===== src/hw/rtl/bwva_pkg.sv =====
`timescale 1ns / 1ps
package bwva_pkg;

    // Register indexes of the configuration port.
    localparam logic [1:0] REG_MODE   = 2'd0;
    localparam logic [1:0] REG_REPEAT = 2'd1;
    localparam logic [1:0] REG_WINDOW = 2'd2;
    localparam logic [1:0] REG_ROWS   = 2'd3;

    // Combining modes. The spare code acts as latest block only.
    localparam logic [1:0] MODE_LATEST   = 2'd0;
    localparam logic [1:0] MODE_RUNNING  = 2'd1;
    localparam logic [1:0] MODE_WINDOW   = 2'd2;
    localparam logic [1:0] MODE_RESERVED = 2'd3;

    localparam int TOTAL_W = 48;
    localparam int DIV_W   = 48;

    // Request to the shared divider.
    typedef struct packed {
        logic              start;
        logic [DIV_W-1:0]  dividend;
        logic [31:0]       divisor;
    } t_div_req;

    // Answer of the shared divider: quotient saturated to signed 32 bits.
    typedef struct packed {
        logic        done;
        logic [31:0] quotient;
    } t_div_rsp;

endpackage


===== src/hw/rtl/bwva_divider.sv =====
`timescale 1ns / 1ps
// Signed restoring divider, one quotient bit per cycle, truncating toward zero.
// The quotient is saturated to signed 32 bits.
module bwva_divider (
    input  logic                i_clk,
    input  logic                i_rst_n,
    input  bwva_pkg::t_div_req  i_req,
    output bwva_pkg::t_div_rsp  o_rsp
);

    localparam int W  = bwva_pkg::DIV_W;
    localparam int CW = $clog2(W + 1);

    logic          r_busy;
    logic [CW-1:0] r_cnt;
    logic [W-1:0]  r_quo;
    logic [W-1:0]  r_rem;
    logic [31:0]   r_den;
    logic          r_neg;
    logic          r_done;
    logic [31:0]   r_res;

    logic [W:0]    n_trial;
    logic [W-1:0]  n_rem_sh;
    logic [W-1:0]  n_mag;
    logic [W-1:0]  n_signed;

    // One shift and subtract step.
    always_comb begin
        n_rem_sh = {r_rem[W-2:0], r_quo[W-1]};
        n_trial  = {1'b0, n_rem_sh} - {{(W-31){1'b0}}, r_den};
        n_mag    = i_req.dividend[W-1] ? (~i_req.dividend + 1'b1) : i_req.dividend;
        n_signed = r_neg ? (~r_quo + 1'b1) : r_quo;
    end

    always_ff @(posedge i_clk) begin
        if (!i_rst_n) begin
            r_busy <= 1'b0;
            r_done <= 1'b0;
            r_cnt  <= '0;
        end else begin
            r_done <= 1'b0;
            if (i_req.start) begin
                r_busy <= 1'b1;
                r_cnt  <= CW'(W);
                r_quo  <= n_mag;
                r_rem  <= '0;
                r_den  <= i_req.divisor;
                r_neg  <= i_req.dividend[W-1];
            end else if (r_busy) begin
                if (r_cnt == '0) begin
                    r_busy <= 1'b0;
                    r_done <= 1'b1;
                    // Magnitude of at most 2^47, so the signed view is exact.
                    if (!r_neg && r_quo > W'(32'h7FFF_FFFF)) begin
                        r_res <= 32'h7FFF_FFFF;
                    end else if (r_neg && r_quo > W'(33'h8000_0000)) begin
                        r_res <= 32'h8000_0000;
                    end else begin
                        r_res <= n_signed[31:0];
                    end
                end else begin
                    r_cnt <= r_cnt - 1'b1;
                    if (!n_trial[W]) begin
                        r_rem <= n_trial[W-1:0];
                        r_quo <= {r_quo[W-2:0], 1'b1};
                    end else begin
                        r_rem <= n_rem_sh;
                        r_quo <= {r_quo[W-2:0], 1'b0};
                    end
                end
            end
        end
    end

    assign o_rsp.done     = r_done;
    assign o_rsp.quotient = r_res;

endmodule


===== config.mk =====
export PLATFORM = sky130hd
export DESIGN_NAME = bwva_divider
export DESIGN_NICKNAME = d
export VERILOG_FILES = /design/src/hw/rtl/bwva_pkg.sv /design/src/hw/rtl/bwva_divider.sv
export SDC_FILE = /design/constraint.sdc
export NUM_CORES = 1
export LEC_CHECK = 0
export ABC_CLOCK_PERIOD_IN_PS = 4700
export BUFFER_PORTS_ARGS = -buffer_cell sky130_fd_sc_hd__buf_2
export CORE_MARGIN = 2
export CORE_UTILIZATION = 54
export DETAILED_ROUTE_END_ITERATION = 6
export GPL_TIMING_DRIVEN = 0
export HOLD_SLACK_MARGIN = 0.12
export PLACE_DENSITY = 0.8
export SLEW_MARGIN = 30
export SYNTH_ARGS = -nofsm -noshare
export SYNTH_HDL_FRONTEND = slang
export SYNTH_SLANG_ARGS = --single-unit

===== constraint.sdc =====
create_clock -name i_clk -period 4.7 [get_ports i_clk]
set_clock_uncertainty 0.15 [all_clocks]
set_input_delay 0.235 -clock i_clk [delete_from_list [all_inputs] [get_ports i_clk]]
set_output_delay 0.235 -clock i_clk [all_outputs]
set_load 0.01 [all_outputs]

# After elaboration in Yosys (flattened, before gate mapping)
# Cells that the tools add are included.
# W data, S select, Z words.
# word_totals
output_inout_bits	33
ff_bits	168
inputBits	83
elab_cells	51
# op_classes
n_addsub	4
n_bitwise	6
eq_ne	1
n_reduce_logical	12
order_cmp	2
muxes	17
# ops
operator	count
$mux W48	4
$mux W47	3
$mux W32	2
$sub A48 B32 Y49	1
$add A48 B1 Y48 const B	1
$gt A48 B31 Y1 const B	1
$gt A48 B32 Y1 const B	1
$not A48 Y48	1
$add A32 B1 Y32 const B	1
$not A32 Y32	1
$mux W6	3
$logic_not A6 Y1	1
$reduce_and A2 Y1	3
$sub A6 B1 Y6 const B	1
$mux W1	5
$not A1 Y1	4
$reduce_and A4 Y1	1
$reduce_and A3 Y1	1
$reduce_or A3 Y1	1
$logic_and A1 B1 Y1	2
$ne A2 B2 Y1 const B	1
$reduce_bool A2 Y1	1
$reduce_or A2 Y1	1
$logic_not A1 Y1	1

# Longest topological paths before layout
# logic_depth
depth_word	5
depth_mapped	14
depth_no_buf	11

# Worst setup path before layout
# No wires, ideal clock.
# synth_path
kind	reg-to-reg
startpoint	reg r_cnt[0]
endpoint	reg r_quo[0] (enable)
required_time_ns	4.089
setup_ns	0.461
n_path_buf	1
path_slack_ns	0.818
path_stages_with_launch	8
period_less_slack_ns	3.882
arrival_time_ns	3.271
cell_sequence	dfxtp_1 inv_1 ha_1 nand2b_1 nor4_1 nor2b_1 clkbuf_1 o21a_1
# synth_via
elab_chain_cells	3
# synth_rtl
item	line	rtl
from (decl)	bwva_divider.sv:15	logic [CW-1:0] r_cnt;
from (signal assigned)	bwva_divider.sv:45	r_cnt <= CW'(W);
from (signal assigned)	bwva_divider.sv:63	r_cnt <= r_cnt - 1'b1;
$logic_not A6 Y1	bwva_divider.sv:51	if (r_cnt == '0) begin
$ne A2 B2 Y1 (no line)	-	
$reduce_and A3 Y1 (no line)	-	
to (signal assigned)	bwva_divider.sv:46	r_quo <= n_mag;
to (signal assigned)	bwva_divider.sv:66	r_quo <= {r_quo[W-2:0], 1'b1};
to (signal assigned)	bwva_divider.sv:69	r_quo <= {r_quo[W-2:0], 1'b0};
to (decl)	bwva_divider.sv:16	logic [W-1:0] r_quo;
# Every way passes these cells.
# A chain may end at the register's enable or synchronous reset.

# Worst setup path in the final report
# layout_path
startpoint	reg r_quo[0]
endpoint	reg r_res[21], data pin
# layout_via
elab_chain_cells	4
elab_cells_between_ends	8
classes_between	add/sub: 1; order compare: 2; mux: 2; bitwise: 1; reduce/logical: 2
# layout_rtl
item	line	rtl
$not A32 Y32	bwva_divider.sv:33	n_signed = r_neg ? (~r_quo + 1'b1) : r_quo;
$add A32 B1 Y32	bwva_divider.sv:33	
$mux W32	bwva_divider.sv:33	
$mux W32	bwva_divider.sv:57	end else if (r_neg && r_quo > W'(33'h8000_0000)) begin
to (signal assigned)	bwva_divider.sv:60	r_res <= n_signed[31:0];
to (decl)	bwva_divider.sv:21	logic [31:0] r_res;
# Parallel ways exist; a longest one is shown, timed or not.

==> summary by stage <==
Outcome
The flow ran to the end, and the final reports show no timing, DRC or antenna violations.

Detailed routing
Dividing the detail-routed wire length by the instance count gives 17.8 um. The routed via count is 9,382. The routed wire length is 28,100 um. The average via count per standard cell is 5.95. The first TritonRoute pass finished after 5 iterations. The number of design-rule violations left by the first detailed-router iteration is 759. Once detail routing completed, the nets flagged for antenna violations numbered 0. For this run, design rule violations remaining after detail routing come to 0.

Clock network
The CTS tree is yes. For this design, the sink count on the clock tree is 168. In this run the number of H-tree levels came out at 4. Once the clock tree was built, the resizer swapped 0 gates to a different size. The number of buffers created by CTS is 17. For the worst-skew pair, the clock arrives at the later sink with an insertion delay of 0.43 ns. The cell at the root of the clock tree is sky130_fd_sc_hd__clkbuf_16.

The clock slew seen by the registers of the worst setup and hold paths is 0.07 ns. The clock passes through at most 2 buffers.

Synthesis
In the synthesized netlist the dominant register cell turns out to be sky130_fd_sc_hd__edfxtp_1. The share of flip-flops with an asynchronous set or reset after synthesis is 0. The number of nets in the synthesized netlist is 1,227. The post-synthesis cell type count is 63.

In the post-synthesis netlist, the biggest area contributors are sky130_fd_sc_hd__edfxtp_1 45%, sky130_fd_sc_hd__a21oi_1 6.3%, sky130_fd_sc_hd__xor2_1 4.9%. During synthesis, Yosys emitted a total of 0 warnings. The fraction of the yosys area taken by sequential cells is 0.470. Yosys mapped a number of flops with a built-in enable equal to 160.

The biggest area contributor in the post-synthesis netlist is sky130_fd_sc_hd__edfxtp_1. A synthesized cell averages 9.54 sq um. The register bit count reported by yosys is 168.

The post-synthesis cell count is 1,108. The netlist area before placement is 10,600 sq um. The share of synthesized area in the top cell type comes to 0.455.

Final layout
The relative area change from synthesis to final layout is 21.0%. The antenna diode instance count is 0. The post-route standard cell area excluding fillers is 12,800 sq um.

Measured on the finished design, the core utilization comes to 0.661. The number of filler cells placed in the layout is 1,528. For this run, the post-layout net count is 1,418. The top cell types in the final layout, fill and taps aside, are 160 x sky130_fd_sc_hd__edfxtp_1, 132 x sky130_fd_sc_hd__a21oi_1, 117 x sky130_fd_sc_hd__buf_2, 116 x sky130_fd_sc_hd__nor2_1, 108 x sky130_fd_sc_hd__nand2_1.

The most common cell after layout, fill and taps aside is sky130_fd_sc_hd__edfxtp_1. The share of post-route cells with drive strength above 1 is 0.139.

Global routing
Entering global routing, the biggest net connects 44 pins. The wire length of the first global-routing pass is 43,600 um. The number of antenna violations at the first check in global routing is 0. The aggregate global routing overflow is 0. The global-route usage over all layers is 0.272.

The number of global-route vias before repair came to 8,658.

Pwr
The static leakage power is 4.69 nW. The portion of total power attributed to combinational logic is 0.202. The internal portion of the total power is 3.18 mW. The worst-case IR drop observed on VDD is 0.287 mV. The power per cell area is 341 nW/um^2.

The net load switching power is 1.18 mW. The share of total power dissipated in sequential elements is 0.424. Of the total power, the share spent switching nets is 0.271. The completed layout was analyzed and its total power is 4.36 mW. The portion of total power attributed to the clock network is 0.374.

Placement
The placed standard-cell area is 11,500 sq um. The weighted congestion reported at the end of routability-driven placement is 0.953. The HPWL after detailed placement is 19,800 um. The port buffer count is 114.

Timing
The tightest slew margin relative to the limit is 0.398. Setup violations remaining at the end of the flow were counted as 0. Across all hold checks on the routed design, the worst slack comes to 0.125 ns.

Dividing the final minimum period by the clock period gives 0.867. The actual slew at the worst max-slew pin is 0.902 ns. The count of final hold-check violations is 0.

The number of max-slew violations in the final report was 0. The upper clock frequency limit is 245 MHz. The smallest clock period supported by the final layout is computed as 4.08 ns. For the final routed database, the setup TNS stands at 0 ns.

Setup repair after global routing left no endpoint under its margin.

Die
The die covers 20,700 sq um. The standard-cell row count is 51. The floorplan step defined a core boundary enclosing 19,300 sq um. For this configuration, the core starts out at a cell density of 0.547. The width of the die is 144 um. The chip height is 144 um. The number of top-level design ports is 116.

Hold path
The worst hold path belongs to the class input port to flip-flop.

Critical path
STA puts the critical path data required time at 4.78 ns. STA classifies the critical path endpoint as a flip-flop. The worst setup path category is flip-flop to flip-flop.

The highest fanout seen on the critical path is 10. The arrival time of the worst setup path is 4.16 ns. The worst setup path is launched from a flip-flop.

Flow run
The max-capacitance violation count is 0.
-- repair_timing --
action | in CTS | in global routing
buffers inserted | 0 | 0
hold buffers | 55 | 0
hold endpoints to repair | 62 | 0
-- final cells by class --
cell class	count	area (sq um)	area share
buffer	57	248	0.0194
multi-input combinational	837	5210	0.407
timing repair buffer	172	1180	0.0924
clock inverter	15	254	0.0199
clock buffer	17	425	0.0333
sequential	168	4960	0.388
tap	265	332	0.0259
inverter	46	173	0.0135
-- logic make-up (layout without fill, tap and decap cells) --
| kind of cell | count (synthesis) | in the layout | share of synthesized area |
|---|---|---|---|
| AND/OR/NAND/NOR | 399 | 399 | 0.188 |
| XOR/XNOR | 83 | 83 | 0.0688 |
| adder cells (fa/ha/maj) | 36 | 36 | 0.0433 |
| multiplexers | 8 | 8 | 0.00840 |
| AO/OA/AOI/OAI | 311 | 311 | 0.182 |
| flip-flops | 168 | 168 | 0.470 |
| buffers and inverters | 103 | 307 | 0.0398 |
-- power groups by stage --
stage	clock (mW)	combinational (mW)	sequential, mW
6_report	1.63	0.880	1.85
5_1_grt	1.70	0.977	1.86
4_1_cts	1.64	0.861	1.85
3_5_place_dp	0	0.816	1.88
3_3_place_gp	0	0.791	1.88
2_1_floorplan	0	0.595	1.86
-- synthesized netlist by cell type, types with 3 or more instances --
library cell and instances:
sky130_fd_sc_hd__a211oi_1 15, sky130_fd_sc_hd__a21o_1 7, sky130_fd_sc_hd__a21oi_1 132, sky130_fd_sc_hd__a311oi_1 13, sky130_fd_sc_hd__a31oi_1 5, sky130_fd_sc_hd__and2_1 3, sky130_fd_sc_hd__buf_1 3, sky130_fd_sc_hd__buf_2 3
sky130_fd_sc_hd__buf_6 3, sky130_fd_sc_hd__clkbuf_1 46, sky130_fd_sc_hd__dfxtp_1 8, sky130_fd_sc_hd__edfxtp_1 160, sky130_fd_sc_hd__ha_1 35, sky130_fd_sc_hd__inv_1 46, sky130_fd_sc_hd__mux2_2 7, sky130_fd_sc_hd__nand2_1 108
sky130_fd_sc_hd__nand2b_1 13, sky130_fd_sc_hd__nand3_1 22, sky130_fd_sc_hd__nand3b_1 4, sky130_fd_sc_hd__nand4_1 11, sky130_fd_sc_hd__nor2_1 116, sky130_fd_sc_hd__nor2b_1 10, sky130_fd_sc_hd__nor3_1 26, sky130_fd_sc_hd__nor3b_1 5
sky130_fd_sc_hd__nor4_1 21, sky130_fd_sc_hd__nor4b_1 5, sky130_fd_sc_hd__o211ai_1 5, sky130_fd_sc_hd__o21a_1 17, sky130_fd_sc_hd__o21ai_0 54, sky130_fd_sc_hd__o21bai_1 4, sky130_fd_sc_hd__o311ai_0 10, sky130_fd_sc_hd__o31ai_1 27
sky130_fd_sc_hd__o41ai_1 6, sky130_fd_sc_hd__or2_2 5, sky130_fd_sc_hd__or3_1 16, sky130_fd_sc_hd__or4_1 17, sky130_fd_sc_hd__or4_4 3, sky130_fd_sc_hd__or4b_2 3, sky130_fd_sc_hd__xnor2_1 24, sky130_fd_sc_hd__xor2_1 59
-- critical path, stage by stage, from the launching register on --
cell and delay, ns:
sky130_fd_sc_hd__edfxtp_1 0.44, sky130_fd_sc_hd__inv_1 0.13, sky130_fd_sc_hd__ha_1 0.21, sky130_fd_sc_hd__or3b_2 0.48
sky130_fd_sc_hd__nor3_2 0.46, sky130_fd_sc_hd__nand3b_1 0.34, sky130_fd_sc_hd__nor4_1 0.33, sky130_fd_sc_hd__a21oi_1 0.35
sky130_fd_sc_hd__and2_1 0.27, sky130_fd_sc_hd__buf_2 0.17, sky130_fd_sc_hd__buf_1 0.24, sky130_fd_sc_hd__a311oi_1 0.31
-- metal layers --
metal | GRT usage | vias to the layer above | wire length [um]
met3 | 0.0457 | 69 | 1930
met2 | 0.445 | 420 | 13300
li1 | - | 4495 | -
met4 | 0.0991 | 0 | 798
met5 | 0 | - | 0
met1 | 0.364 | 4398 | 12100
-- state kept, by name, indices dropped and copies added (netlist names) --
name	cells
r_done	1
r_cnt	6
r_neg	1
r_den	32
r_rem	47
r_busy	1
r_res	32
r_quo	48
-- worst paths after layout --
kind              startpoint         to  slack (ns)  cells past startpoint
setup / recovery    r_quo[0]  r_res[21]        0.62                     11
hold / removal     i_req[73]  r_quo[41]        0.13                      3
setup reg to reg    r_quo[0]  r_res[21]        0.62                     11
hold reg to reg     r_cnt[2]   r_cnt[2]        0.36                      1
-- metrics by stage --
| step | setup slack [ns] | std cells |
|---|---|---|
| after CTS | 0.657 | 1577 |
| after floorplan | 0.818 | 1108 |
| after global routing | 0.350 | 1577 |
| after global placement | -0.660 | 1487 |
| final | 0.623 | 1577 |
| after detailed placement | 0.668 | 1490 |
No activity file was read; power rests on OpenSTA's default activity.
